===== config.mk =====
export PLATFORM = sky130hd
export DESIGN_NAME = mipd_csr
export DESIGN_NICKNAME = d
export VERILOG_FILES = /design/src/rtl/core/mipd_pkg.sv /design/src/rtl/core/mipd_csr.sv
export SDC_FILE = /design/constraint.sdc
export NUM_CORES = 1
export LEC_CHECK = 0
export BUFFER_PORTS_ARGS = -buffer_cell sky130_fd_sc_hd__clkbuf_2
export CAP_MARGIN = 20
export CORE_MARGIN = 4
export CORE_UTILIZATION = 35
export CTS_BUF_LIST = sky130_fd_sc_hd__clkbuf_8 sky130_fd_sc_hd__clkbuf_16
export DETAILED_ROUTE_END_ITERATION = 16
export REMOVE_ABC_BUFFERS = 1
export SLEW_MARGIN = 20
export SYNTH_ARGS = -nofsm -noshare
export SYNTH_HDL_FRONTEND = slang
export SYNTH_SLANG_ARGS = --single-unit

===== constraint.sdc =====
create_clock -name clock -period 3.9 [get_ports clock]
set_input_delay 0.585 -clock clock [delete_from_list [all_inputs] [get_ports clock]]
set_output_delay 0.585 -clock clock [all_outputs]
set_load 0.01 [all_outputs]

===== src/rtl/core/mipd_pkg.sv =====
// mipd_pkg: shared constants and types for the minimum-image pair distance block
// used by every module under rtl/core; depends on nothing

package mipd_pkg;

   // coordinate format
   localparam int COORD_WIDTH_DEFAULT = 24;
   localparam int FRACTION_BITS       = 12;

   // box length after reset, in whole units (1024.0)
   localparam int BOX_RESET_UNITS = 1024;

   // width of the length result field
   localparam int LENGTH_WIDTH = 62;

   // entries in the queue between front and back
   localparam int QUEUE_DEPTH = 4;

   // register port
   localparam int CSR_ADDR_WIDTH = 4;
   localparam int CSR_DATA_WIDTH = 32;
   localparam int CSR_INDEX_LSB  = 2;

   // register indexes
   typedef enum logic [1:0] {
      REG_BOX_X = 2'd0,
      REG_BOX_Y = 2'd1,
      REG_BOX_Z = 2'd2
   } csr_index_type;

endpackage


===== src/rtl/core/mipd_csr.sv =====
// mipd_csr: box length registers behind the register port
// depends on mipd_pkg

module mipd_csr #(
   parameter int COORD_WIDTH = mipd_pkg::COORD_WIDTH_DEFAULT
) (
   input  logic                                clock,
   input  logic                                reset,
   input  logic                                csr_psel,
   input  logic                                csr_penable,
   input  logic                                csr_pwrite,
   input  logic [mipd_pkg::CSR_ADDR_WIDTH-1:0] csr_paddr,
   input  logic [mipd_pkg::CSR_DATA_WIDTH-1:0] csr_pwdata,
   output logic [mipd_pkg::CSR_DATA_WIDTH-1:0] csr_prdata,
   output logic                                csr_pready,
   output logic [COORD_WIDTH-1:0]              box_x,
   output logic [COORD_WIDTH-1:0]              box_y,
   output logic [COORD_WIDTH-1:0]              box_z
);

   localparam logic [COORD_WIDTH-1:0] BOX_RESET =
      COORD_WIDTH'(mipd_pkg::BOX_RESET_UNITS << mipd_pkg::FRACTION_BITS);
   localparam int IW = 2;

   logic [COORD_WIDTH-1:0] box_x_ff, box_x_in;
   logic [COORD_WIDTH-1:0] box_y_ff, box_y_in;
   logic [COORD_WIDTH-1:0] box_z_ff, box_z_in;
   logic                   write_en;
   logic [IW-1:0]          index;

   assign write_en   = csr_psel & csr_penable & csr_pwrite;
   assign index      = csr_paddr[mipd_pkg::CSR_INDEX_LSB +: IW];
   assign csr_pready = 1'b1;

   // register writes, unknown indexes ignored
   always_comb begin
      box_x_in = box_x_ff;
      box_y_in = box_y_ff;
      box_z_in = box_z_ff;
      if (write_en) begin
         case (index)
            mipd_pkg::REG_BOX_X: box_x_in = csr_pwdata[COORD_WIDTH-1:0];
            mipd_pkg::REG_BOX_Y: box_y_in = csr_pwdata[COORD_WIDTH-1:0];
            mipd_pkg::REG_BOX_Z: box_z_in = csr_pwdata[COORD_WIDTH-1:0];
            default: ;
         endcase
      end
   end

   always_ff @(posedge clock) begin
      if (reset) begin
         box_x_ff <= BOX_RESET;
         box_y_ff <= BOX_RESET;
         box_z_ff <= BOX_RESET;
      end else begin
         box_x_ff <= box_x_in;
         box_y_ff <= box_y_in;
         box_z_ff <= box_z_in;
      end
   end

   // read back
   always_comb begin
      case (index)
         mipd_pkg::REG_BOX_X: csr_prdata = mipd_pkg::CSR_DATA_WIDTH'(box_x_ff);
         mipd_pkg::REG_BOX_Y: csr_prdata = mipd_pkg::CSR_DATA_WIDTH'(box_y_ff);
         mipd_pkg::REG_BOX_Z: csr_prdata = mipd_pkg::CSR_DATA_WIDTH'(box_z_ff);
         default:             csr_prdata = '0;
      endcase
   end

   assign box_x = box_x_ff;
   assign box_y = box_y_ff;
   assign box_z = box_z_ff;

endmodule


### After elaboration in Yosys (flattened, before gate mapping)

Cells that the tools add are included.
W data, S select, Z words.

* bitwise logic cells: 2
* equality and inequality tests: 2
* muxes and demuxes: 1
* reductions and logical operators: 4

Operator list (count)
* $pmux W24 S3: 1
* $reduce_and A2 Y1: 3
* $and A1 B1 Y1: 2
* $eq A2 B1 Y1 const B: 1
* $eq A2 B2 Y1 const B: 1
* $logic_not A2 Y1: 1

* register bits after elaboration: 72
* input bits: 41

### Depth between registers and ports, before layout

* depth in word-level cells: 3
* mapped depth: 5

### Worst setup path after synthesis

OpenSTA, ideal clock, no wires.

* kind: input to output
* start point: input port csr_paddr[2] (netlist name)
* end point: output port csr_prdata[10] (netlist name)
* path slack: 1.939 ns
* stages: 4
* arrival: 1.376 ns
* data required time: 3.315 ns
* path buffers: 2
* path through: buf_4 -> buf_2 -> mux2i_1 -> o21ai_0

* longest elaborated chain between the ends: 2

Ends and longest elaborated chain
* from (decl): line mipd_csr.sv:12 `input logic [mipd_pkg::CSR_ADDR_WIDTH-1:0] csr_paddr,`
* $eq A2 B2 Y1, or another cell as far along: line mipd_csr.sv:64 `case (index)`
* $pmux W24 S3 *: line mipd_csr.sv:64
* to (decl): line mipd_csr.sv:14 `output logic [mipd_pkg::CSR_DATA_WIDTH-1:0] csr_prdata,`

Mark *: on every way between the ends. The rest lies on a longest branch, timed or not.

### Worst setup path after layout

* start point: input port csr_paddr[3] (netlist name)
* end point: output port csr_prdata[8] (netlist name)

The elaborated chain is that of the path after synthesis.

==> summary.txt <==
status = completed
WL/cell = 14.6 um
drt first-iter violations = 128
setup_tns = 0 ns
H-tree depth = 3
Final setup viols = 0
Synth area leaders = dfxtp_1 (41%), mux2i_1 (28%), nand2b_1 (17%)
Max Clk Rate = 0.408 GHz
YS warnings = 0
pin count of the biggest net entering global routing = 53
grt ovf = 0
CP max FO = 18
fin crit share = 62.8%
drt first pass iters = 4
fill cell count = 992
PwrDens = 335 nW/um2
Max-slew headroom = 30.3%
HP Class = reg -> reg
number of gates resized after CTS = 0
design area = 4340 um2
Total Routing Usage GR = 15.6%
Final ANT Viol Nets = 0
RSZ-0062 raised after global routing = false
CTS Hold Buffers Added = 0
Slew Limit Fails = 0
# rows = 36
P_leak = 2.17 nW
proportion of layout cells with a drive suffix above 1 = 31.6%
total power = 1.45 mW
crit path capture type = primary output
initial antenna violation count = 0
nets = 511
sequential share of the synthesized area = 41.5%
clock buffer depth = 2
DP HPWL = 6080 um
Die W = 108 um
Seq cells post-synth = 72
Post-DP Area = 4150 um2
Area Overhead vs Synth = 24.8%
setup ws final = 1.45 ns
slew of the pin with the lowest slew margin = 1.04 ns
final core occ = 44.6%
Distinct cells, synth = 18
core area = 9730 um2
Crit path arrival time = 1.86 ns
area leader, netlist = dfxtp_1
startpoint types = input port
Setup Fix Bufs, Post-CTS = 0
Max Cap Viol = 0
clock period minus worst slack = 2.45 ns
Post-Syn Area = 3470 um2
vias per inst = 4.62
die area = 11600 um2
final hold vios = 0
global placement routability congestion = 0.734
Die Y = 108 um
cts bufs inserted = 9
DRC = 0
Setup Crit Path Kind = in -> out
worst path required time = 3.31 ns
io pins = 146
root buf cell = clkbuf_8
Syn Inst Count = 356
clock latency on the worst-skew pair = 0.34 ns
CTS tree = yes
vias in the first global route = 2790
Initial Util = 35.7%
Synth top area share = 41.5%
port bufs = 126
Worst-path clk slew = 0.07 ns
clock sink count = 72
detailed-route via count = 2810
Clock Skews = 0 ns
first-pass GRT wire length = 14300 um
Post-Syn Area per Cell = 9.76 um2
pre-CTS setup slack = 1.47 ns
Max VDD drop = 0.000146 V
antenna diode count = 0
WL final = 8900 um
## Yosys cell counts, drive strengths merged
library cell,count
o21ai,24
nor2,4
or3b,1
nand2,24
mux2i,96
nand3,1
nand4,1
clkbuf,14
nor3b,1
conb,2
dfxtp,72
nand2b,92
or3,1
nor3,1
nor2b,1
buf,21
## layer usage
layer	vias to the layer above	part of all wire (%)	track usage, %
met5	-	0	0
met4	0	0.81	3.34
met3	7	6.8	4.62
met2	97	44	24.2
met1	1309	48	21.4
li1	1397	-	-
## final cells by class
type	count	area, um2	area share [%]
Timing Repair Buffer	131	668	15.4
Sequential cell	72	1440	33.2
Clock inverter	7	65.1	1.50
Clock buffer	9	124	2.86
Tap cell	133	166	3.84
Multi-Input combinational cell	256	1870	43.1
## cells by family (layout without fill, tap and decap cells)
kind of cell / count (synthesis) / in the layout / synth area share (%)
compound gates: 24 / 24 / 3.46
flops: 72 / 72 / 41.5
mux: 96 / 96 / 27.7
simple gates: 127 / 127 / 21.4
buf+inv: 35 / 147 / 5.80
other cells: 2 / 9 / 0.216
## through the flow
| step | hold slack, ns | instances |
|---|---|---|
| floorplan | 0.503 | 328 |
| finish | 0.492 | 608 |
| detailed placement | 0.480 | 592 |
| global placement | 0.472 | 592 |
| CTS | 0.496 | 608 |
| global route | 0.517 | 608 |
## registers in the layout (all words and copies together), names as in the netlist
name   cells
box_y     24
box_x     24
box_z     24
## placed cells by master, fill, tap and decap left out, types with 2 or more instances in the layout
cell type / synthesis / layout
clkbuf_2: 0 / 126
mux2i_1: 96 / 96
nand2b_1: 92 / 92
dfxtp_1: 72 / 72
nand2_1: 24 / 24
o21ai_0: 24 / 24
conb_1: 2 / 9
clkbuf_8: 0 / 9
buf_4: 10 / 5
nor2_1: 4 / 4
inv_1: 0 / 2
clkinv_4: 0 / 2
clkinv_2: 0 / 2
## path summary, 6_finish.rpt
kind | slack (ns) | cells past startpoint | start | endpoint
worst max-delay path | 1.45 | 6 | csr_paddr[3] | csr_prdata[8]
worst min-delay path | 0.49 | 2 | box_x[10]$_SDFFE_PP0P_ | box_x[10]$_SDFFE_PP0P_
worst max register to register | 3.20 | 2 | box_x[22]$_SDFFE_PP1P_ | box_x[22]$_SDFFE_PP1P_
worst min register to register | 0.49 | 2 | box_x[10]$_SDFFE_PP0P_ | box_x[10]$_SDFFE_PP0P_
## critical path: stages
cell and delay (ns):
clkbuf_2 0.10, nor2b_2 0.45, buf_4 0.37, nand2_1 0.08, o21ai_0 0.09, clkbuf_2 0.17
## power by group
| group | switching (mW) | internal (mW) | leakage [nW] |
|---|---|---|---|
| clock network | 0.280 | 0.291 | 0.106 |
| registers | 0.00766 | 0.744 | 0.581 |
| logic | 0.0740 | 0.0566 | 1.48 |
Power figures use the tool's default switching activity.
