===== src/rtl/core/mipd_pkg.sv =====
// mipd_pkg: shared constants and types for the minimum-image pair distance block
// used by every module under rtl/core; depends on nothing

package mipd_pkg;

   // coordinate format
   localparam int COORD_WIDTH_DEFAULT = 24;
   localparam int FRACTION_BITS       = 12;

   // box length after reset, in whole units (1024.0)
   localparam int BOX_RESET_UNITS = 1024;

   // width of the length result field
   localparam int LENGTH_WIDTH = 62;

   // entries in the queue between front and back
   localparam int QUEUE_DEPTH = 4;

   // register port
   localparam int CSR_ADDR_WIDTH = 4;
   localparam int CSR_DATA_WIDTH = 32;
   localparam int CSR_INDEX_LSB  = 2;

   // register indexes
   typedef enum logic [1:0] {
      REG_BOX_X = 2'd0,
      REG_BOX_Y = 2'd1,
      REG_BOX_Z = 2'd2
   } csr_index_type;

endpackage


===== src/rtl/core/mipd_front.sv =====
// mipd_front: accepts point pairs, forms the deltas and applies the single box wrap
// depends on mipd_pkg; feeds mipd_queue

module mipd_front #(
   parameter int COORD_WIDTH = mipd_pkg::COORD_WIDTH_DEFAULT
) (
   input  logic                   clock,
   input  logic                   reset,
   input  logic                   req_valid,
   output logic                   req_ready,
   input  logic                   req_op,
   input  logic [COORD_WIDTH-1:0] first_x,
   input  logic [COORD_WIDTH-1:0] first_y,
   input  logic [COORD_WIDTH-1:0] first_z,
   input  logic [COORD_WIDTH-1:0] second_x,
   input  logic [COORD_WIDTH-1:0] second_y,
   input  logic [COORD_WIDTH-1:0] second_z,
   input  logic [COORD_WIDTH-1:0] box_x,
   input  logic [COORD_WIDTH-1:0] box_y,
   input  logic [COORD_WIDTH-1:0] box_z,
   output logic                   push_valid,
   input  logic                   push_ready,
   output logic                   push_op,
   output logic [COORD_WIDTH+1:0] push_dx,
   output logic [COORD_WIDTH+1:0] push_dy,
   output logic [COORD_WIDTH+1:0] push_dz
);

   localparam int C  = COORD_WIDTH;
   localparam int DW = COORD_WIDTH + 2;

   logic [C-1:0]  first_v  [3];
   logic [C-1:0]  second_v [3];
   logic [C-1:0]  box_v    [3];

   logic          adv;
   logic          f1_valid_ff, f1_valid_in;
   logic          f2_valid_ff, f2_valid_in;
   logic          f1_op_ff;
   logic          f2_op_ff;
   logic [C:0]    d_ff  [3];
   logic [C:0]    d_in  [3];
   logic [C:0]    nd_ff [3];
   logic [C:0]    nd_in [3];
   logic [DW-1:0] w_ff  [3];
   logic [DW-1:0] w_in  [3];

   assign first_v[0]  = first_x;
   assign first_v[1]  = first_y;
   assign first_v[2]  = first_z;
   assign second_v[0] = second_x;
   assign second_v[1] = second_y;
   assign second_v[2] = second_z;
   assign box_v[0]    = box_x;
   assign box_v[1]    = box_y;
   assign box_v[2]    = box_z;

   // both stages move together unless the last one is stuck on a full queue
   assign adv       = !f2_valid_ff || push_ready;
   assign req_ready = adv;

   assign f1_valid_in = adv ? req_valid   : f1_valid_ff;
   assign f2_valid_in = adv ? f1_valid_ff : f2_valid_ff;

   // stage 1: delta and its negation side by side
   always_comb begin
      for (int a = 0; a < 3; a++) begin
         d_in[a]  = {second_v[a][C-1], second_v[a]} - {first_v[a][C-1], first_v[a]};
         nd_in[a] = {first_v[a][C-1], first_v[a]} - {second_v[a][C-1], second_v[a]};
      end
   end

   // stage 2: wrap once toward zero when twice the magnitude exceeds the box
   always_comb begin
      logic          neg;
      logic [C:0]    mag;
      logic          over;
      logic [DW-1:0] d_ext;
      logic [DW-1:0] box_ext;
      for (int a = 0; a < 3; a++) begin
         neg     = d_ff[a][C];
         mag     = neg ? nd_ff[a] : d_ff[a];
         over    = {mag, 1'b0} > {2'b00, box_v[a]};
         d_ext   = {d_ff[a][C], d_ff[a]};
         box_ext = {2'b00, box_v[a]};
         if (!over)
            w_in[a] = d_ext;
         else if (neg)
            w_in[a] = d_ext + box_ext;
         else
            w_in[a] = d_ext - box_ext;
      end
   end

   // stage valids
   always_ff @(posedge clock) begin
      if (reset) begin
         f1_valid_ff <= 1'b0;
         f2_valid_ff <= 1'b0;
      end else begin
         f1_valid_ff <= f1_valid_in;
         f2_valid_ff <= f2_valid_in;
      end
   end

   // stage payload
   always_ff @(posedge clock) begin
      if (adv) begin
         f1_op_ff <= req_op;
         f2_op_ff <= f1_op_ff;
         for (int a = 0; a < 3; a++) begin
            d_ff[a]  <= d_in[a];
            nd_ff[a] <= nd_in[a];
            w_ff[a]  <= w_in[a];
         end
      end
   end

   assign push_valid = f2_valid_ff;
   assign push_op    = f2_op_ff;
   assign push_dx    = w_ff[0];
   assign push_dy    = w_ff[1];
   assign push_dz    = w_ff[2];

endmodule


===== config.mk =====
export PLATFORM = sky130hd
export DESIGN_NAME = mipd_front
export DESIGN_NICKNAME = d
export VERILOG_FILES = /design/src/rtl/core/mipd_pkg.sv /design/src/rtl/core/mipd_front.sv
export SDC_FILE = /design/constraint.sdc
export NUM_CORES = 1
export LEC_CHECK = 0
export ABC_AREA = 1
export BUFFER_PORTS_ARGS = -buffer_cell sky130_fd_sc_hd__buf_4
export CAP_MARGIN = 10
export CORE_MARGIN = 2
export CORE_UTILIZATION = 25
export DETAILED_ROUTE_END_ITERATION = 10
export SYNTH_ARGS = -nofsm -noshare
export SYNTH_HDL_FRONTEND = slang
export SYNTH_SLANG_ARGS = --single-unit

===== constraint.sdc =====
create_clock -name clock -period 5.7 [get_ports clock]
set_input_delay 0.285 -clock clock [delete_from_list [all_inputs] [get_ports clock]]
set_output_delay 0.285 -clock clock [all_outputs]
set_load 0.03 [all_outputs]

**Word-level counts from Yosys, hierarchy flattened**

Memories as Yosys holds them, arrays and structs flattened.
Index checks and enable logic that the tools add are counted.

- Bits in registers: 4
- RAM bits: 228
- Memory bits (read-only): 0
- Memories kept: 3
- Word-level logic and storage cells: 35
- Latch bits: 0
- Input port bits: 221

Memories:

| name | depth | width | rd ports | clocked after Yosys merged registers in | wr ports | line | source |
|---|---|---|---|---|---|---|---|
| w_ff | 3 | 26 | 3 | 0 | 3 | mipd_front.sv:45 | `logic [DW-1:0] w_ff [3];` |
| d_ff | 3 | 25 | 3 | 0 | 3 | mipd_front.sv:41 | `logic [C:0] d_ff [3];` |
| nd_ff | 3 | 25 | 3 | 0 | 3 | mipd_front.sv:43 | `logic [C:0] nd_ff [3];` |

- Add/subtract/negate cells: 12
- Shift-type cells: 0
- Multiply operators: 0
- Mux-type cells: 11
- Eq/ne operators: 0
- Reductions and logical operators: 2
- Magnitude comparators: 3
- Divide/modulo/power cells: 0
- Bitwise logic cells: 0

Operators with widths:

| cell | number |
|---|---|
| $mux 26 | 6 |
| $sub 24x24->25 | 6 |
| $add 25x25->26 | 3 |
| $gt 26x24->1 | 3 |
| $sub 25x25->26 | 3 |
| $mux 25 | 3 |
| $mux 1 | 2 |
| $logic_not 1->1 | 1 |
| $logic_or 1x1->1 | 1 |

**Depth between registers and ports, before layout**

Gate-level depths: netlist of run 1.

- Word-level depth: 4
- Gate-level depth with buffers: 24

**Least setup slack after synthesis of run 1**

Ideal clock, no wire load.

- Path type: reg2reg
- Start point: reg f2_valid_ff, in the netlist push_valid
- End point: mem d_ff[0][0] (netlist name) (enable)
- Path buffers: 0
- Cell stages (with the launch flop): 4
- Arrival: 5.087 ns
- Setup time: 0.588 ns
- Slack: 0.025 ns
- Data required time: 5.112 ns
- Path through: dfxtp_1 inv_1 nor2_1 inv_1

RTL lines:

| item | line | source |
|---|---|---|
| from (decl) | mipd_front.sv:38 | `logic f2_valid_ff, f2_valid_in;` |
| from (signal assigned) | mipd_front.sv:102 | `f2_valid_ff <= f2_valid_in;` |
| to (decl) | mipd_front.sv:41 |  |

==> results of run 1 <==
## flip-flops by register name (all words and copies together) (netlist names)
| name | flops |
|---|---|
| nd_ff | 72 |
| push_valid | 1 |
| d_ff | 75 |
| f1_op_ff | 1 |
| f1_valid_ff | 1 |
| w_ff | 78 |
| push_op | 1 |
## final cells by class
cell class              count  area (um^2)  share of cell area [%]
multi-input cells        2799        15700                    52.7
flip-flops and latches    229         6860                    23.0
inverters                 635         2390                    8.01
repair buffers            309         2340                    7.84
well taps                1357         1700                    5.69
clock buffers              30          687                    2.30
clock inverters            18          139                   0.465
diodes                      4         10.0                  0.0335
## report_power, final
group / leakage, nW / switching [mW] / internal (mW)
clock network: 0.397 / 0.735 / 0.918
registers: 2.41 / 0.368 / 2.60
logic: 12.4 / 3.94 / 2.00
## layer usage
| metal | part of all wire, % | track usage (%) |
|---|---|---|
| met5 | 0.085 | 0 |
| met1 | 49 | 24.2 |
| met2 | 43 | 25.5 |
| met3 | 5.3 | 1.61 |
| met4 | 3.1 | 5.51 |
## cell usage after synthesis, types with 4 or more instances
| master | n |
|---|---|
| buf_4 | 7 |
| nand4_1 | 68 |
| nor2_2 | 5 |
| and2_1 | 8 |
| nor2_1 | 370 |
| nand2_1 | 1046 |
| xor2_1 | 202 |
| o21bai_1 | 22 |
| a21oi_1 | 222 |
| fa_1 | 9 |
| o211ai_1 | 7 |
| o21ai_1 | 56 |
| clkbuf_1 | 51 |
| inv_1 | 628 |
| a21boi_1 | 11 |
| edfxtp_1 | 227 |
| nor3_1 | 32 |
| xnor2_1 | 14 |
| o21a_1 | 4 |
| or2_2 | 5 |
| buf_2 | 12 |
| buf_6 | 7 |
| a21o_1 | 14 |
| ha_1 | 291 |
| a31oi_1 | 9 |
| o21ai_0 | 215 |
| inv_2 | 6 |
| nand3_1 | 167 |
## repair_timing
item | in CTS | in global routing
endpoints found under the hold margin | 3 | 0
hold buffers | 3 | 0
resized for setup | 0 | 0
## worst max-delay path, cell delays in order (launching register included)
cell and delay [ns]:
edfxtp_1 0.32, buf_4 0.41, inv_2 0.33, nand2_1 0.13, nand2_1 0.06, ha_1 0.29, nand2_1 0.06, nor2_1 0.13
nand2_1 0.11, nor2_1 0.17, nand2_1 0.07, inv_1 0.05, nor2_1 0.05, nor2_4 0.71, inv_1 0.45, nand2_1 0.19
nand2_1 0.06
## per-stage QoR
| stage | util (%) | std cells | cell area, um^2 | setup WS (ns) |
|---|---|---|---|---|
| after floorplan | - | 3745 | 25400 | 0.0247 |
| after global placement | 28.9 | 5326 | 29000 | 1.77 |
| after detailed placement | 28.9 | 5326 | 29000 | 1.78 |
| after CTS | 29.8 | 5377 | 29800 | 1.78 |
| after global routing | 29.8 | 5381 | 29900 | 1.38 |
| final | 29.8 | 5381 | 29900 | 1.80 |
## worst max path at each step
stage	from	end	slack (ns)
floorplan	push_valid	d_ff[0][0]	0.02
global placement	d_ff[0][74]	w_ff[0][76]	1.77
detailed placement	d_ff[0][74]	w_ff[0][77]	1.78
CTS	d_ff[0][74]	w_ff[0][77]	1.78
global route	d_ff[0][74]	w_ff[0][77]	1.38
finish	d_ff[0][74]	w_ff[0][77]	1.80
## cell families (layout without fill, tap and decap cells)
group,after synthesis,in the layout
other cells,0,4
compound gates,574,574
simple gates,1709,1709
xor+xnor,216,216
flops,229,229
buf+inv,717,992
fa+ha+maj,300,300
## cell usage in the layout (no fill, tap or decap), drive strengths merged
| cell type | instances |
|---|---|
| o21bai | 22 |
| o21ai | 274 |
| nor2 | 378 |
| a211oi | 3 |
| buf | 306 |
| clkinvlp | 3 |
| clkinv | 11 |
| nand3 | 167 |
| bufinv | 1 |
| inv | 638 |
| a21boi | 15 |
| a21o | 14 |
| nor4 | 1 |
| ha | 291 |
| a31oi | 9 |
| o22ai | 1 |
| dfxtp | 2 |
| clkbuf | 30 |
| nand3b | 1 |
| o21a | 4 |
| dlygate4sd3 | 3 |
| edfxtp | 227 |
| o31ai | 3 |
| nor3 | 33 |
| xnor2 | 14 |
| and2 | 8 |
| or2 | 5 |
| nand2 | 1047 |
| a21oi | 222 |
| diode | 4 |
| o211ai | 7 |
| nand4 | 68 |
| xor2 | 202 |
| fa | 9 |
| or3 | 1 |
==> metrics.csv, run 1 <==
stage;metric;value;unit
cts;CTS sink cnt;229;
synthesis;post-synthesis net count;4266;
hold_path;Hold Crit Class;in2reg;
place;number of I/O port buffers;301;
grt;GR Util All Layers;16.6;%
timing;Worst Skew;0.0365;ns
routing;number of DRC markers in iteration 0;2113;
power;Max VDD drop;0.000256;V
routing;total iterations of the first detailed-routing run;6;
routing;total wire length;88600;um
routing;vias per cell;4.56;
synthesis;Post-synth EDFFs;227;
synthesis;Post-Synth Adder-Cell Area;15.1;%
hold_path;hold path depth;3;
grt;largest net degree at the start of global routing;118;
critical_path;CP endpoint kind;register;
cts;H-Tree Level Count;1;
critical_path;Startpoint Class;register;
routing;Post-DRT Antenna Nets;0;
timing;Hold WS;0.0739;ns
floorplanning;Ports;302;
grt;initial antenna violation count;14;
synthesis;leading area contributor after synthesis;edfxtp_1;
synthesis;Mapped Cells;3745;
synthesis;Syn Std Cell Area;25400;um^2
cts;Clock Latency Late Sink;0.59;ns
cts;Root Buffer;clkbuf_16;
cells_and_area;layout cells sized above 1;9.30;%
timing;crit path time final;3.90;ns
cts;clk slew on worst S/H paths;0.08;ns
grt;vias in the first global route;23400;
critical_path;Reg2Reg Launch Point;d_ff[0][74];
synthesis;Top FF cell, synth;edfxtp_1;
timing;Slew Limit Headroom;32.7;%
floorplanning;Die Wd;323;um
routing;Vias;24500;
critical_path;Crit Path Category;reg2reg;
floorplanning;core area;100000;um^2
job;MaxCap Viol Count;0;
cts;Post-CTS Setup Bufs;0;
floorplanning;Site Rows;116;
synthesis;largest family of logic cells by synthesized area;simple AND/OR/NAND/NOR gates;
timing;worst slew pin tran;1.01;ns
critical_path;R2R cell count;16;
timing;fin. max-slew vios;0;
timing;count of final setup violators;0;
critical_path;critical path arrival;4.23;ns
synthesis;YS warnings;0;
synthesis;post-synthesis compound-gate area fraction;12.1;%
routing;WL per Instance;16.5;um
timing;FMAX;257;MHz
hold_path;Hold Startpoint;second_z[0];
timing;Setup TNS;0;ns
power;leakage;15.2;nW
grt;Overflow after GRT;0;
outcome;status;finished clean;
critical_path;reg2reg setup slack;1.80;ns
power;Final Total Pwr;10.6;mW
timing;Hold Vio Cnt, Final;0;
cts;CTS buffer count;26;
floorplanning;initial core utilization;25.3;%
hold_path;worst hold endpoint;d_ff[0][50];
place;GPL Wtd Cong;0.967;
grt;global-route wire length before repair;134000;um
place;DP HPWL;76300;um
synthesis;top cell type's share of synthesized area;26.9;%
cts;Max Buffers Root-to-Sink;3;
routing;Residual DRC;0;
timing;fin crit share;68.4;%
critical_path;CP required;6.03;ns
synthesis;xor/xnor share of the synthesized area;7.45;%
cells_and_area;filler instances;11000;
synthesis;Synth Area in Simple Gates;27.4;%
synthesis;FF+latch count, synth;229;
critical_path;FF-to-FF End;w_ff[0][77];
synthesis;Synth async-reset ratio;0;%
synthesis;sequential fraction of the synthesis area;27.0;%
synthesis;Syn Area/Cell;6.78;um^2
floorplanning;die height;323;um
cells_and_area;# nets final;4521;
floorplanning;full die area;104000;um^2
cells_and_area;Area Overhead vs Synth;17.6;%
synthesis;mux cell area share after synthesis;0;%
synthesis;distinct cell type count after synthesis;45;
critical_path;Crit Path Max Fanout;48;
power;pwr dens;354;nW/um^2
timing;RSZ-0062 raised after global routing;false;
synthesis;Area contributors post-synth;edfxtp_1, nand2_1, ha_1;
cts;CTS tree;yes;
Power figures use the tool's default switching activity.
==> run 2, diff against run 1 <==
==> constraint.sdc (replaced) <==
create_clock -name clock -period 4.03 [get_ports clock]
set_input_delay 0.2015 -clock clock [delete_from_list [all_inputs] [get_ports clock]]
set_output_delay 0.2015 -clock clock [all_outputs]
set_load 0.03 [all_outputs]
==> run 2 against run 1 <==
- worst setup slack got worse by 1.3 ns
- clock power increased by 64%
- utilization increased by 0.38 points
- via count decreased by 0.11%
- design area increased by 1.3%
- sequential power increased by 41%
- sequential cell count unchanged
- non-clock buffer count increased by 22
- combinational power increased by 46%
- final cell count increased by 0.50%
- register-to-register slack got worse by 0.96 ns
- clock-buffer cell count increased by 1
- critical endpoint is now w_ff[0][25]
- largest cell class unchanged
==> metrics.csv, run 2 (synthesis results as in run 1) <==
stage;metric;value;unit
critical_path;CP endpoint kind;register;
cells_and_area;Area Overhead vs Synth;19.1;%
power;Final Total Pwr;15.5;mW
grt;initial antenna violation count;14;
grt;Overflow after GRT;0;
cells_and_area;commonest non-fill, non-tap cell in the layout;nand2_1;
timing;count of final setup violators;0;
cts;H-Tree Level Count;1;
routing;Residual DRC;0;
cells_and_area;Top Registers;w_ff (78), d_ff (75), nd_ff (72);
place;DP HPWL;79300;um
cells_and_area;layout cells sized above 1;9.96;%
timing;Slew Limit Headroom;45.7;%
cts;CTS sink cnt;229;
floorplanning;core area;100000;um^2
floorplanning;Site Rows;116;
routing;total wire length;91800;um
timing;worst slew pin tran;0.812;ns
cells_and_area;max reg flops;78;
cells_and_area;commonest cells after routing, fill and taps aside;nand2_1, inv_1, nor2_1, buf_4, ha_1;
timing;fin crit share;87.3;%
grt;GR Util All Layers;17.2;%
routing;WL per Instance;17.0;um
timing;RSZ-0062 raised after global routing;false;
place;GPL Wtd Cong;0.967;
grt;global-route wire length before repair;138000;um
place;Post-DP Area;29200;um^2
cts;CTS tree;yes;
cells_and_area;final instance area;30200;um^2
floorplanning;initial core utilization;25.3;%
timing;Worst Skew;0.0203;ns
cts;clk slew on worst S/H paths;0.06;ns
floorplanning;die height;323;um
power;leakage;15.4;nW
cells_and_area;filler instances;11000;
routing;vias per cell;4.53;
routing;Vias;24500;
timing;FMAX;284;MHz
timing;Final WS setup;0.510;ns
critical_path;CP required;4.35;ns
critical_path;reg2reg setup slack;0.84;ns
power;pwr dens;514;nW/um^2
cts;Max Buffers Root-to-Sink;3;
place;DP Worst Slack;0.560;ns
hold_path;Hold Crit Class;in2reg;
job;MaxCap Viol Count;0;
routing;number of DRC markers in iteration 0;1920;
grt;vias in the first global route;23700;
critical_path;critical path arrival;3.84;ns
floorplanning;full die area;104000;um^2
cts;Post-CTS Setup Bufs;0;
timing;crit path time final;3.52;ns
critical_path;Startpoint Class;input pin;
grt;largest net degree at the start of global routing;56;
floorplanning;Ports;302;
timing;fin. max-slew vios;0;
cells_and_area;# nets final;4545;
floorplanning;Die Wd;323;um
routing;Post-DRT Antenna Nets;0;
cells_and_area;Top reg by flops;w_ff;
cts;CTS buffer count;28;
cts;Clock Latency Late Sink;0.58;ns
routing;total iterations of the first detailed-routing run;6;
cts;Root Buffer;clkbuf_16;
timing;Hold Vio Cnt, Final;0;
critical_path;Crit Path Category;in2reg;
power;Max VDD drop;0.000351;V
outcome;status;finished clean;
critical_path;Crit Path Max Fanout;6;
place;number of I/O port buffers;301;
run 2: critical path, stage by stage:
cell and delay (ns):
dlygate4sd3_1 0.54, buf_4 0.14, inv_1 0.10, ha_1 0.17, inv_1 0.05, nor2_1 0.16
nand2_1 0.11, nor2_2 0.26, a21oi_1 0.18, nor3_2 0.26, nand2_1 0.10, xor2_1 0.15
ha_1 0.38, nand2_1 0.10, inv_1 0.08, nand2_1 0.10, nor3_1 0.31, nand3_1 0.12
nand2_1 0.07, inv_1 0.04, nand2_1 0.05, nand2_1 0.05, nand3_1 0.06, nand2_1 0.06
run 2: worst paths after layout:
path	startpoint	end	depth (start not counted)
worst max-delay path	box_x[0]	w_ff[0][25]	24
worst min-delay path	second_y[0]	d_ff[0][25]	3
worst min register to register	f1_op_ff	push_op	0
worst max register to register	d_ff[0][49]	w_ff[0][36]	12
run 2: cell type report:
class	count	area [um^2]	area share (%)
Clock buffer	31	733	2.43
Clock inverter	20	246	0.815
Tap cell	1357	1700	5.62
Inverter	635	2390	7.90
Sequential cell	229	6860	22.7
Multi-Input combinational cell	2799	15700	52.1
Timing Repair Buffer	331	2550	8.44
Antenna cell	6	15.0	0.0497
run 2: layer usage:
metal | global-route usage [%] | up-vias | routed length [um]
li1 | - | 12600 | -
met1 | 25.1 | 11100 | 45000
met2 | 26.3 | 623 | 38500
met3 | 1.91 | 134 | 5150
met4 | 5.46 | 14 | 2960
met5 | 0 | - | 86
run 2: power by group:
| group | switching (mW) | internal [mW] | leakage, nW |
|---|---|---|---|
| Combinational | 5.76 | 2.88 | 12.6 |
| Sequential | 0.504 | 3.67 | 2.41 |
| Clock | 1.13 | 1.59 | 0.460 |
run 2: per-stage QoR:
step,utilization (%),hold WS [ns],setup TNS [ns],std cells
2_1_floorplan,-,0.261,-101.12,3745
3_3_place_gp,29.1,0.362,0,5344
3_5_place_dp,29.1,0.366,0,5344
4_1_cts,30.1,0.0206,0,5402
5_1_grt,30.1,0.0469,0,5405
6_report,30.1,0.0540,0,5408
run 2: timing repair:
item | CTS | global route
hold endpoints to repair | 5 | 0
hold buffers | 7 | 0
gates resized for setup | 0 | 0
