$ cat src/rtl/core/mipd_pkg.sv
// mipd_pkg: shared constants and types for the minimum-image pair distance block
// used by every module under rtl/core; depends on nothing

package mipd_pkg;

   // coordinate format
   localparam int COORD_WIDTH_DEFAULT = 24;
   localparam int FRACTION_BITS       = 12;

   // box length after reset, in whole units (1024.0)
   localparam int BOX_RESET_UNITS = 1024;

   // width of the length result field
   localparam int LENGTH_WIDTH = 62;

   // entries in the queue between front and back
   localparam int QUEUE_DEPTH = 4;

   // register port
   localparam int CSR_ADDR_WIDTH = 4;
   localparam int CSR_DATA_WIDTH = 32;
   localparam int CSR_INDEX_LSB  = 2;

   // register indexes
   typedef enum logic [1:0] {
      REG_BOX_X = 2'd0,
      REG_BOX_Y = 2'd1,
      REG_BOX_Z = 2'd2
   } csr_index_type;

endpackage

$ cat src/rtl/core/mipd_queue.sv
// mipd_queue: short first-in first-out queue of wrapped requests between front and back
// depends on mipd_pkg

module mipd_queue #(
   parameter int DATA_WIDTH = 1 + 3 * (mipd_pkg::COORD_WIDTH_DEFAULT + 2)
) (
   input  logic                  clock,
   input  logic                  reset,
   input  logic                  push_valid,
   output logic                  push_ready,
   input  logic [DATA_WIDTH-1:0] push_data,
   output logic                  pop_valid,
   input  logic                  pop_ready,
   output logic [DATA_WIDTH-1:0] pop_data
);

   localparam int DEPTH = mipd_pkg::QUEUE_DEPTH;
   localparam int PTRW  = $clog2(DEPTH);
   localparam int CNTW  = $clog2(DEPTH + 1);
   localparam logic [CNTW-1:0] FULL_COUNT = CNTW'(DEPTH);
   localparam logic [PTRW-1:0] LAST_PTR   = PTRW'(DEPTH - 1);

   logic [DATA_WIDTH-1:0] entry_ff [DEPTH];
   logic [PTRW-1:0]       head_ff, head_in;
   logic [PTRW-1:0]       tail_ff, tail_in;
   logic [CNTW-1:0]       count_ff, count_in;
   logic                  push;
   logic                  pop;

   assign push_ready = count_ff != FULL_COUNT;
   assign pop_valid  = count_ff != '0;
   assign push       = push_valid && push_ready;
   assign pop        = pop_valid && pop_ready;
   assign pop_data   = entry_ff[head_ff];

   // pointer and fill level
   always_comb begin
      head_in  = head_ff;
      tail_in  = tail_ff;
      count_in = count_ff;
      if (push)
         tail_in = (tail_ff == LAST_PTR) ? '0 : tail_ff + 1'b1;
      if (pop)
         head_in = (head_ff == LAST_PTR) ? '0 : head_ff + 1'b1;
      if (push && !pop)
         count_in = count_ff + 1'b1;
      else if (pop && !push)
         count_in = count_ff - 1'b1;
   end

   always_ff @(posedge clock) begin
      if (reset) begin
         head_ff  <= '0;
         tail_ff  <= '0;
         count_ff <= '0;
      end else begin
         head_ff  <= head_in;
         tail_ff  <= tail_in;
         count_ff <= count_in;
      end
   end

   // entry storage
   always_ff @(posedge clock) begin
      if (push)
         entry_ff[tail_ff] <= push_data;
   end

   // fill level stays within the queue
   assert property (@(posedge clock) disable iff (reset) count_ff <= FULL_COUNT)
      else $error("queue fill level beyond depth");

   // pointers agree with the fill level when empty or full
   assert property (@(posedge clock) disable iff (reset)
      (count_ff == '0 || count_ff == FULL_COUNT) |-> head_ff == tail_ff)
      else $error("queue pointers disagree with fill level");

   // a push into a nonfull queue without pop raises the level by one
   assert property (@(posedge clock) disable iff (reset)
      (push && !pop) |=> count_ff == $past(count_ff) + 1'b1)
      else $error("queue push lost");

endmodule

$ cat config.mk
export PLATFORM = sky130hd
export DESIGN_NAME = mipd_queue
export DESIGN_NICKNAME = d
export VERILOG_FILES = /design/src/rtl/core/mipd_pkg.sv /design/src/rtl/core/mipd_queue.sv
export SDC_FILE = /design/constraint.sdc
export NUM_CORES = 1
export LEC_CHECK = 0
export BUFFER_PORTS_ARGS = -buffer_cell sky130_fd_sc_hd__buf_2
export CAP_MARGIN = 10
export CELL_PAD_IN_SITES_DETAIL_PLACEMENT = 1
export CELL_PAD_IN_SITES_GLOBAL_PLACEMENT = 2
export CORE_MARGIN = 1
export CORE_UTILIZATION = 40
export CTS_CLUSTER_SIZE = 14
export DETAILED_ROUTE_END_ITERATION = 7
export PLACE_DENSITY = 0.8
export RECOVER_POWER = 50
export SLEW_MARGIN = 15
export SYNTH_ARGS = -nofsm -noshare
export SYNTH_HDL_FRONTEND = slang
export SYNTH_SLANG_ARGS = --single-unit
$ cat constraint.sdc
create_clock -name clock -period 2.13 [get_ports clock]
set_clock_uncertainty 0.1 [all_clocks]
set_input_delay 0 -clock clock [delete_from_list [all_inputs] [get_ports clock]]
set_output_delay 0 -clock clock [all_outputs]
set_load 0.01 [all_outputs]
# After elaboration in Yosys (flattened, before gate mapping)
# Memory sizes are Yosys's and may differ from the RTL's. A register that Yosys moved wholly into a read port is not among the register bits.
# Cells that the tools add are included.
# totals
register_bits	7
mem_bits_rw	316
in_bits	83
out_inout_bits	81
wordCells	27
memories	1
# classes
n_addsub	4
n_eq_ne	3
muxes	8
n_reduce_logical	8
# mem_list
memory	depth	width	read_ports	rd_ports_with_merged_regs	write_ports	line	rtl
entry_ff	4	79	1	1	1	mipd_queue.sv:23	logic [DATA_WIDTH-1:0] entry_ff [DEPTH];
# ops
op	count
two-way mux 2 bit	4
two-way mux 3 bit	2
adder 2 x 1 -> 2 bit, second input constant	2
== test 2 bit, second input constant	2
logical AND 1 bit	4
adder 3 x 1 -> 3 bit, second input constant	1
!= test 3 bit, second input constant	1
nonzero test 3 bit	1
subtractor 3 x 1 -> 3 bit, second input constant	1
logical NOT 1 bit	2
two-way mux 1 bit	2
nonzero test 2 bit	1

# Logic depth before layout (Yosys ltp)
# Gate-level depths: netlist (run 1).
# logic_depth
ltp_word	6
depth_mapped	9
ltp_nobuf	8

# Worst setup path after synthesis (run 1)
# OpenSTA, ideal clock, no wires.
# synth_timing
kind	register to register
start	register count_ff[0]
end	register count_ff[2]
setup_ns	0.070
t_arrival_ns	2.120
required_ns	1.960
slack_ns	-0.160
stages_incl_launch_ff	10
n_path_buf	1
synth_period_minus_slack_ns	2.290
path_cell_list	dfxtp_1 > or3b_1 > clkbuf_2 > and2_4 > ha_1 > inv_1 > fa_1 > xor2_1 > or3_2 > a21oi_1
# synth_between
elab_chain_len	5
elab_cells_between_ends	13
classes_between	2 x add/sub; 1 x eq/ne; 2 x mux; 8 x reduce/logical
# synth_lines
item	line	rtl
start: declaration	mipd_queue.sv:26	logic [CNTW-1:0] count_ff, count_in;
start signal: assignment	mipd_queue.sv:59	count_ff <= count_in;
!= test 3 bit *	mipd_queue.sv:30	assign push_ready = count_ff != FULL_COUNT;
net push_ready	mipd_queue.sv:10	output logic push_ready,
logical AND 1 bit *	mipd_queue.sv:32	assign push = push_valid && push_ready;
net push	mipd_queue.sv:27	logic push;
logical NOT 1 bit	mipd_queue.sv:47	else if (pop && !push)
logical AND 1 bit	mipd_queue.sv:47	
nonzero test 2 bit (no source line)	-	
# The timed path passes the listed nets; every way through them passes the cells marked *. The select of a mux whose other input is x is not followed.
# A chain may end at the register's enable or synchronous reset.

==> metrics.md, run 1 <==
| Metric | Value |
|---|---|
| Clock-pin slew on the worst setup and hold paths | `60 ps` |
| PD cells | `around 1100 nW/µm²` |
| Max Cap Violations | `0` |
| Period minus WS final | `~2000 ps` |
| Relative slew margins | `62.4%` |
| Yosys warnings | `0` |
| GPL Wtd Cong | `0.727` |
| Placed cells | `~1000` |
| Cell Chain, Critical Path | `buf_16, mux4_2, buf_2` |
| Worst endpoint required time | `2030 ps` |
| Fin. Hold Viols | `0` |
| WHS | `around 210 ps` |
| GRT busiest layer | `met2` |
| Worst reg-to-reg setup slack | `around 110 ps` |
| TritonCTS Buffers | `35` |
| RSZ-0062 raised after global routing | `false` |
| Final antenna-violating net count | `0` |
| Nets | `841` |
| FILL cells | `around 2600` |
| CP startpoint kind | `flip-flop` |
| Synth Flop Type | `edfxtp_1` |
| TritonCTS clock tree | `built` |
| GR Util met1 | `a little over a fifth` |
| Kind of critical path | `reg -> out` |
| Synth cell count leaders | `edfxtp_1, mux4_2, buf_2, dfxtp_1, clkbuf_1` |
| Vias in the first global route | `slightly below 7000` |
| Initial core utilization | `about 41%` |
| Syn avg cell area | `between 20 and 30 µm²` |
| Clk Tree Root Cell | `clkbuf_16` |
| Lkg Pwr | `5.00 nW` |
| Yosys reg bits | `about 330` |
| Yosys top cell area share | `between 80% and 90%` |
| Drt pass-1 iters | `4` |
| Fin crit share | `a little over nine tenths` |
| CTS Sinks | `325` |
| Met2 Use GR | `slightly above 30%` |
| Unique masters post-synth | `26` |
| Crit path max fanout | `25` |
| GRT overflow | `0` |
| Dominant cell type by area after synthesis | `edfxtp_1` |
| Delay-heaviest family, CP | `multiplexers` |
| Final Setup Violations | `0` |
| Crit path buf inv count | `2` |
| DP HPWL | `15700 µm` |
| Clk buf depth | `3` |
| Layout cells sized above 1 | `about a third` |
| Post-DR wirelength/cell | `21.7 µm` |
| Worst Tran Pin Value | `about 560 ps` |
| Die Y | `~170 µm` |
| CP arrival | `just under 2000 ps` |
| Count leader, synth | `edfxtp_1` |
| Top cells by area, synth | `edfxtp_1, mux4_2, dfxtp_1` |
| CTS H-tree lvls | `2` |
| Slowest cell on crit path | `mux4_2` |
| Chip Width | `174 µm` |
| HP Class | `in -> reg` |
| Async set-reset flop share out of synthesis | `0%` |
| Pins Over Slew Limit | `0` |
| Largest stage delay on the critical path | `just under 600 ps` |
| Clock latency on the worst-skew pair | `500 ps` |
| Synth Net Count | `~550` |
| Peak VDD IR | `roughly 0.56 mV` |
| Detailed Route Iter0 Violations | `between 200 and 300` |
| GRT Total Usage | `between 10% and 20%` |
| Status | `finished, final reports clean` |
| Syn Inst Count | `461` |
| First-pass GRT wire length | `39100 µm` |
| M3 GR Usage | `about 3.6%` |
| CP endpoint kind | `output port` |
| Post-layout util | `between 50% and 60%` |
| Layout Cells excl Fill | `1161` |
| Std cell rows | `62` |
| EDFF count, synth | `between 300 and 400` |
| I/O Buffers | `163` |
| DP Area | `13400 µm²` |
| Aggregate routed wire length | `about 25000 µm` |
| Largest net degree at the start of global routing | `33` |
| Drt drc | `0` |
| Final Cell Area | `roughly 15000 µm²` |
| Antenna violations before repair | `1` |
| Area grow syn2layout | `28.6%` |
| Vias per cell | `5.02` |
| Die area | `approximately 30000 µm²` |
| Synth Cell Area | `roughly 12000 µm²` |
| Core Region | `a little under 30000 µm²` |
| Via count | `a little under 6000` |
| Peak Freq | `around 0.49 GHz` |
| Num ports | `164` |
| Sequential area share after synthesis | `81.6%` |
[cells by family after synthesis]
group / count (synthesis) / share of synthesized area [%]
AO/OA/AOI/OAI: 5 / 0.296
flip-flops: 325 / 81.6
buffers and inverters: 23 / 1.02
AND/OR/NAND/NOR: 17 / 0.897
adder cells (fa/ha/maj): 7 / 0.802
multiplexers: 82 / 15.3
XOR/XNOR: 2 / 0.148
[placed cells by master, fill, tap and decap left out]
| cell | instances |
|---|---|
| dfxtp_4 | 4 |
| ha_4 | 1 |
| o31ai_1 | 1 |
| fa_2 | 1 |
| clkinv_2 | 4 |
| o31ai_4 | 1 |
| clkbuf_16 | 37 |
| mux4_2 | 79 |
| buf_2 | 82 |
| or3b_1 | 1 |
| diode_2 | 1 |
| and3_2 | 1 |
| bufinv_16 | 1 |
| and3_4 | 3 |
| and2_4 | 1 |
| buf_12 | 8 |
| xor2_1 | 2 |
| nor2_1 | 3 |
| mux2i_1 | 3 |
| nand3_1 | 1 |
| dfxtp_1 | 4 |
| nand2_1 | 1 |
| clkinv_1 | 14 |
| a21oi_2 | 1 |
| a21oi_1 | 1 |
| dlygate4sd3_1 | 82 |
| nor3_1 | 1 |
| o21ai_0 | 1 |
| buf_4 | 16 |
| buf_16 | 3 |
| inv_1 | 3 |
| or3_2 | 1 |
| buf_6 | 1 |
| or3_4 | 1 |
| clkbuf_1 | 87 |
| ha_1 | 5 |
| dfxtp_2 | 1 |
| nand2b_1 | 2 |
| edfxtp_1 | 316 |
| or3_1 | 1 |
[metal layers]
layer  routed length, µm  part of all wire (%)
met1               10500                    42
met2               13100                    52
met3                1220                   4.8
met4                 409                   1.6
met5                   0                     0
[what timing repair did]
item / 4_1_cts / 5_1_grt
hold endpoints to repair: 338 / 0
hold buffers: 82 / 0
pin swaps: 1 / 1
gates resized for setup: 5 / 6
gates cloned: 1 / 0
endpoints found under the setup margin: 41 / 2
setup buffers: 1 / 0
[worst register-to-register path, cell delays in order (launching register included)]
cell and delay (ps):
dfxtp_4 370, or3b_1 380, and2_4 170, ha_4 150, inv_1 60, fa_2 190, xor2_1 70, or3_4 330
a21oi_2 120
[per-stage QoR]
stage                     TNS (ps)  power [mW]  setup WS, ps
after floorplan             -17580        10.2         -55.5
after global placement           0        11.5          18.0
after detailed placement     -44.5        11.7         -44.5
after CTS                        0        17.5          15.2
after global routing             0        17.9         0.933
final                            0        17.3          81.8
[cell type report]
cell class | count | area (µm²) | share of cell area (%)
Sequential cell | 325 | 9690 | 63.5
Multi-Input combinational cell | 113 | 2110 | 13.8
Timing Repair Buffer | 273 | 1910 | 12.5
Clock buffer | 43 | 948 | 6.22
Tap cell | 384 | 480 | 3.15
Clock inverter | 19 | 103 | 0.673
Inverter | 3 | 11.3 | 0.0739
Antenna cell | 1 | 2.50 | 0.0164
[sequential cells by signal, summed over array words and instances (netlist names), named ones only]
register and flops:
count_ff 3, entry_ff 316, tail_ff 2, head_ff 2
[path summary, 6_finish.rpt]
| path | end | start | cells past startpoint |
|---|---|---|---|
| hold reg to reg | flip-flop | head_ff[0]$_SDFFE_PP0P_ | 2 |
| setup / recovery | pop_data[25] | flip-flop | 3 |
| hold / removal | entry_ff[2][22]$_DFFE_PP_ | push_data[22] | 2 |
| setup reg to reg | count_ff[2]$_SDFFE_PP0P_ | count_ff[2]$_SDFFE_PP0P_ | 8 |
[power by group]
group	switching [mW]	internal, mW	total, mW
clock	2.27	3.26	5.53
combinational	1.89	1.83	3.72
sequential	0.238	7.76	8.00
total	4.40	12.9	17.3
Note: power is estimated with default switching activity, not from simulation.
==> inputs of run 2 (changes only) <==
- CORE_MARGIN: 1 -> not set
- CORE_UTILIZATION: 40 -> 45
- PLACE_DENSITY: 0.8 -> 0.85
- clock period: 2.13 -> 2.1 ns (I/O delays scaled with it)
==> metrics.md, run 2 (synthesis results as in run 1) <==
| Metric | Value |
|---|---|
| RSZ-0062 raised after global routing | `true` |
| Clk Tree Root Cell | `clkbuf_16` |
| Relative slew margins | `63.8% (+1.4 points)` |
| Std cell rows | `59 (-4.8%)` |
| Detailed Route Iter0 Violations | `363 (+26%)` |
| TritonCTS Buffers | `35 (unchanged)` |
| CTS H-tree lvls | `2 (unchanged)` |
| Most frequent cells in the layout | `edfxtp_1, clkbuf_1, dlygate4sd3_1, buf_2, mux4_2` |
| I/O Buffers | `163 (unchanged)` |
| Post-DR wirelength/cell | `22.7 µm (+4.5%)` |
| First-pass GRT wire length | `37500 µm (-4.1%)` |
| Layout Cells excl Fill | `1113 (-4.1%)` |
| Pins Over Slew Limit | `0 (unchanged)` |
| Area of the multi-input gates | `2120 µm² (+0.53%)` |
| Worst endpoint required time | `2430 ps (+400 ps)` |
| Worst Setup EP | `count_ff[2]$_SDFFE_PP0P_` |
| Die Y | `164 µm (-5.7%)` |
| PD cells | `1170 nW/µm² (+3.1%)` |
| Final antenna-violating net count | `0 (unchanged)` |
| Delay-heaviest family, CP | `simple AND/OR/NAND/NOR gates` |
| Clock latency on the worst-skew pair | `500 ps (about the same)` |
| Peak VDD IR | `0.706 mV (+26%)` |
| Final Cell Area | `15300 µm² (+0.25%)` |
| Post-layout util | `58.8% (+6.1 points)` |
| Commonest non-fill, non-tap cell in the layout | `edfxtp_1` |
| Clk buf depth | `3 (unchanged)` |
| Drt pass-1 iters | `4 (unchanged)` |
| Core Region | `26000 µm² (-10%)` |
| Status | `finished, final reports clean` |
| Num ports | `164 (unchanged)` |
| Nets | `843 (+0.24%)` |
| Drt drc | `0 (unchanged)` |
| R2R Path Start | `count_ff[2]$_SDFFE_PP0P_` |
| Largest register by flop count | `entry_ff` |
| Fin crit share | `98.3%` |
| Register Area | `9690 µm² (unchanged)` |
| Initial core utilization | `45.6% (+4.7 points)` |
| Lkg Pwr | `5.04 nW (+0.81%)` |
| Vias in the first global route | `6560 (-2.8%)` |
| Chip Width | `164 µm (-5.7%)` |
| DP Area | `13300 µm² (-0.85%)` |
| Crit path buf inv count | `1 (-1)` |
| Max FFs per register | `316 (unchanged)` |
| Largest stage delay on the critical path | `360 ps (-230 ps)` |
| GRT overflow | `0 (unchanged)` |
| Die area | `27000 µm² (-11%)` |
| Register-to-Register Path Depth | `8 (unchanged)` |
| CP arrival | `2390 ps (+440 ps)` |
| FILL cells | `2252 (-14%)` |
| Clock-pin slew on the worst setup and hold paths | `60 ps (about the same)` |
| Setup crit start | `count_ff[2]$_SDFFE_PP0P_` |
| Slowest cell on crit path | `dfxtp_4` |
| Crit path max fanout | `3 (-88%)` |
| Worst Tran Pin Value | `542 ps (-21.5 ps)` |
| Total chip power | `17.8 mW (+3.3%)` |
| Cell Chain, Critical Path | `or3b_4, and2_4, ha_4, inv_2, fa_2, xor2_1, or3_4, a21oi_2` |
| Period minus WS final | `between 2000 and 2500 ps` |
| DP HPWL | `14300 µm (-9.0%)` |
| CP startpoint kind | `flip-flop` |
| Worst reg-to-reg setup slack | `40 ps (-70 ps)` |
| Layout cells sized above 1 | `32.9% (+1.1 points)` |
| Antenna violations before repair | `1 (unchanged)` |
| Kind of critical path | `reg -> reg` |
| Crit Reg-Reg Endpoint | `count_ff[2]$_SDFFE_PP0P_` |
| Fin. Hold Viols | `0 (unchanged)` |
| Aggregate routed wire length | `25200 µm (+0.15%)` |
| CP endpoint kind | `flip-flop` |
| Area grow syn2layout | `28.9%` |
| Largest net degree at the start of global routing | `49 (+48%)` |
| TritonCTS clock tree | `built` |
| Final Setup Violations | `0 (unchanged)` |
| Top flop regs | `entry_ff (316), count_ff (3)` |
| Pre-CTS WS | `-181 ps (-136 ps)` |
| Vias per cell | `5.25 (+4.6%)` |
| CTS Sinks | `325 (unchanged)` |
| GRT Total Usage | `19.0% (+1.8 points)` |
| Via count | `5846 (+0.29%)` |
| HP Class | `in -> reg` |
| Peak Freq | `just under 0.5 GHz` |
| Max Cap Violations | `0 (unchanged)` |
| Placed cells | `958 (-5.5%)` |
| Critical Path Stages | `8 (+5)` |
| GPL Wtd Cong | `0.696 (-4.3%)` |
| Setup ws final | `36.5 ps (-45.3 ps)` |
==> run 2: metrics by stage <==
step / hold WS (ps) / TNS [ps]
6_report: 213 / 0
5_1_grt: 222 / -14.0
4_1_cts: 139 / -54.4
3_5_place_dp: 120 / -181
3_3_place_gp: 109 / -0.198
2_1_floorplan: -1.13 / -27090
==> run 2: worst min path at each step <==
stage	startpoint	endpoint	cells after the start
final	push_data[40]	entry_ff[1][40]$_DFFE_PP_	2
after global routing	push_data[14]	entry_ff[2][14]$_DFFE_PP_	2
after CTS	push_data[22]	entry_ff[2][22]$_DFFE_PP_	2
after detailed placement	push_data[32]	entry_ff[2][32]$_DFFE_PP_	1
after global placement	push_data[47]	entry_ff[0][47]$_DFFE_PP_	1
after floorplan	push_data[0]	entry_ff[0][0]$_DFFE_PP_	0
==> run 2: worst reg2reg max path, delay by kind of cell (launching register included) <==
family	cells	cell delay, ps
AND/OR/NAND/NOR	3	740
adder cells (fa/ha/maj)	2	470
flip-flops	1	360
XOR/XNOR	1	160
AO/OA/AOI/OAI	1	130
buffers and inverters	1	40
==> run 2: layout make-up <==
| type | count | area share, % |
|---|---|---|
| Clock buffer | 43 | 6.21 |
| Multi-Input combinational cell | 113 | 13.9 |
| Sequential cell | 325 | 63.4 |
| Antenna cell | 1 | 0.0164 |
| Inverter | 3 | 0.0737 |
| Tap cell | 335 | 2.74 |
| Clock inverter | 18 | 0.827 |
| Timing Repair Buffer | 275 | 12.9 |
==> run 2: what timing repair did <==
item,in CTS,in global routing
pin swaps,3,2
hold buffers,82,0
cloned,1,1
resized for setup,17,1
setup endpoints to repair,58,34
endpoints found under the hold margin,325,0
buffers inserted,3,6
==> run 2: power breakdown <==
group | total (mW) | internal [mW] | switching [mW]
combinational | 3.93 | 1.97 | 1.96
clock | 5.78 | 3.43 | 2.34
sequential | 8.12 | 7.88 | 0.236
==> run 2: routing by layer <==
layer	track usage [%]	part of all wire (%)
met1	23.5	40
met5	0	0
met2	33.7	53
met4	6.10	2.2
met3	3.43	4.2
==> inputs of run 3 (changes only) <==
- CTS_BUF_LIST: not set -> sky130_fd_sc_hd__clkbuf_16
- MAX_ROUTING_LAYER: not set -> met4
- PLACE_DENSITY: 0.85 -> 0.78
==> metrics.md, run 3 (synthesis results as in run 1) <==
| Metric | Value |
|---|---|
| Drt pass-1 iters | `4 (unchanged)` |
| Std cell rows | `59 (unchanged)` |
| Largest stage delay on the critical path | `350 ps (about the same)` |
| Register Area | `9680 µm² (about the same)` |
| Area grow syn2layout | `26.5%` |
| Drt drc | `0 (unchanged)` |
| Cell Chain, Critical Path | `or3b_4, and2_4, ha_4, inv_2, fa_2, xor2_1, or3_4, a21oi_2` |
| Chip Width | `164 µm (unchanged)` |
| Clock group share of total power | `31.5% (-0.9 points)` |
| Number of diodes | `0 (-1)` |
| Final antenna-violating net count | `0 (unchanged)` |
| Peak Freq | `0.492 GHz (+1.6%)` |
| Worst Tran Pin Value | `470 ps (-72.3 ps)` |
| Pre-CTS WS | `-117 ps (+64.3 ps)` |
| Clk buf depth | `3 (unchanged)` |
| Sw frac | `25.4% (-0.033 points)` |
| Worst endpoint required time | `2410 ps (-20 ps)` |
| CP endpoint kind | `flip-flop` |
| Commonest non-fill, non-tap cell in the layout | `edfxtp_1` |
| Clock-pin slew on the worst setup and hold paths | `60 ps (about the same)` |
| Setup ws final | `68.6 ps (+32.1 ps)` |
| Layout Cells excl Fill | `1100 (-1.2%)` |
| Setup TNS | `0 ps (unchanged)` |
| Area of the multi-input gates | `2100 µm² (-0.95%)` |
| CP arrival | `2340 ps (-50 ps)` |
| Post-layout util | `57.7% (-1.1 points)` |
| Largest net degree at the start of global routing | `76 (+55%)` |
| Worst hold path depth | `2 (unchanged)` |
| Worst reg-to-reg setup slack | `70 ps (+30 ps)` |
| Period minus WS final | `2030 ps (-32.1 ps)` |
| Top flop regs | `entry_ff (316), count_ff (3)` |
| Vias per cell | `5.17 (-1.6%)` |
| Clk Tree Root Cell | `clkbuf_16` |
| HP Class | `in -> reg` |
| CP startpoint kind | `flip-flop` |
| DP HPWL | `14200 µm (-1.0%)` |
| Largest register by flop count | `entry_ff` |
| Core Region | `26000 µm² (unchanged)` |
| Relative slew margins | `68.7% (+4.8 points)` |
| Die area | `27000 µm² (unchanged)` |
| CTS Sinks | `325 (unchanged)` |
| Vias in the first global route | `6480 (-1.2%)` |
| Crit path max fanout | `3 (unchanged)` |
| Aggregate routed wire length | `24000 µm (-5.0%)` |
| Fin. Hold Viols | `0 (unchanged)` |
| Design internal power | `12.8 mW (-3.8%)` |
| Most frequent cells in the layout | `edfxtp_1, dlygate4sd3_1, buf_2, clkbuf_1, mux4_2` |
| Total chip power | `17.1 mW (-3.8%)` |
| Kind of critical path | `reg -> reg` |
| Peak VDD IR | `0.744 mV (+5.4%)` |
| TritonCTS Buffers | `35 (unchanged)` |
| Die Y | `164 µm (unchanged)` |
| Fin crit share | `96.7% (-1.5 points)` |
| Final Setup Violations | `0 (unchanged)` |
| GRT Total Usage | `18.4% (-0.59 points)` |
| Flop pwr share | `47.1% (+1.6 points)` |
| Antenna violations before repair | `0 (-1)` |
| Post-DR wirelength/cell | `21.8 µm (-3.9%)` |
| Logic pwr share | `21.4% (-0.7 points)` |
| Status | `finished, final reports clean` |
| TritonCTS clock tree | `built` |
| FILL cells | `2276 (+1.1%)` |
| Nets | `831 (-1.4%)` |
| Num ports | `164 (unchanged)` |
| I/O Buffers | `163 (unchanged)` |
| Lkg Pwr | `4.98 nW (-1.3%)` |
| First-pass GRT wire length | `35900 µm (-4.3%)` |
| GRT overflow | `0 (unchanged)` |
| Pins Over Slew Limit | `0 (unchanged)` |
| CTS H-tree lvls | `2 (unchanged)` |
| GPL Wtd Cong | `0.730 (+4.9%)` |
| Max FFs per register | `316 (unchanged)` |
| Max Cap Violations | `0 (unchanged)` |
| Slowest cell on crit path | `dfxtp_4` |
| Clock latency on the worst-skew pair | `480 ps (-20 ps)` |
| Detailed Route Iter0 Violations | `244 (-33%)` |
| PD cells | `1140 nW/µm² (-2.0%)` |
| RSZ-0062 raised after global routing | `true` |
| Switch Pwr | `4.36 mW (-3.9%)` |
| Placed cells | `956 (-0.21%)` |
| Initial core utilization | `45.6% (unchanged)` |
| Via count | `5688 (-2.7%)` |
| Register-to-Register Path Depth | `8 (unchanged)` |
| Layout cells sized above 1 | `30.8% (-2.1 points)` |
==> run 3: cell types whose count changed in the layout (fill, tap and decap cells not counted), sizes merged <==
cell / delta
buf: -13
bufinv: -1
clkbuf: -7
clkinv: -7
diode: -1
inv: +16
==> run 3: worst paths after layout <==
check,start,endpoint
max,count_ff[2]$_SDFFE_PP0P_,count_ff[2]$_SDFFE_PP0P_
max reg2reg,count_ff[2]$_SDFFE_PP0P_,count_ff[2]$_SDFFE_PP0P_
min,push_data[23],entry_ff[0][23]$_DFFE_PP_
min reg2reg,head_ff[0]$_SDFFE_PP0P_,flip-flop
==> run 3: timing repair <==
action	4_1_cts	5_1_grt
hold buffers	82	0
gates resized for setup	7	5
endpoints found under the hold margin	325	0
pin swaps	2	2
setup buffers	1	0
gates cloned	0	0
endpoints found under the setup margin	1	19
==> run 3: metrics by stage <==
step	instance area [µm²]	hold slack, ps
CTS	15200	130
finish	15000	210
global placement	13300	109
floorplan	11900	-1.13
detailed placement	13300	116
global route	15000	213
==> run 3: power by group through the flow <==
stage               clock network [mW]  registers, mW  logic [mW]
floorplan                            0           8.13        2.20
detailed placement                   0           8.20        3.62
CTS                               5.55           8.08        3.82
finish                            5.41           8.07        3.66
global placement                     0           8.12        3.51
global route                      5.76           8.13        3.97
==> run 3: layout make-up <==
type / instances / area share, %
inverters: 3 / 0.0751
multi-input cells: 113 / 14.0
clock buffers: 35 / 5.84
clock inverters: 26 / 0.909
flip-flops and latches: 325 / 64.6
repair buffers: 263 / 11.8
well taps: 335 / 2.79
==> run 3: routing by layer <==
| layer | vias to the layer above | part of all wire, % | global-route usage [%] |
|---|---|---|---|
| met1 | 2979 | 39 | 21.5 |
| met5 | - | 0 | - |
| met4 | 0 | 1.7 | 5.05 |
| met2 | 134 | 54 | 32.5 |
| li1 | 2541 | - | - |
| met3 | 34 | 4.7 | 3.51 |
==> run 3: critical path: cells and delay by family (launching register included) <==
kind | cells | cell delay, ps
xor+xnor | 1 | 150
buf+inv | 1 | 40
compound gates | 1 | 120
flops | 1 | 350
simple gates | 3 | 710
fa+ha+maj | 2 | 490
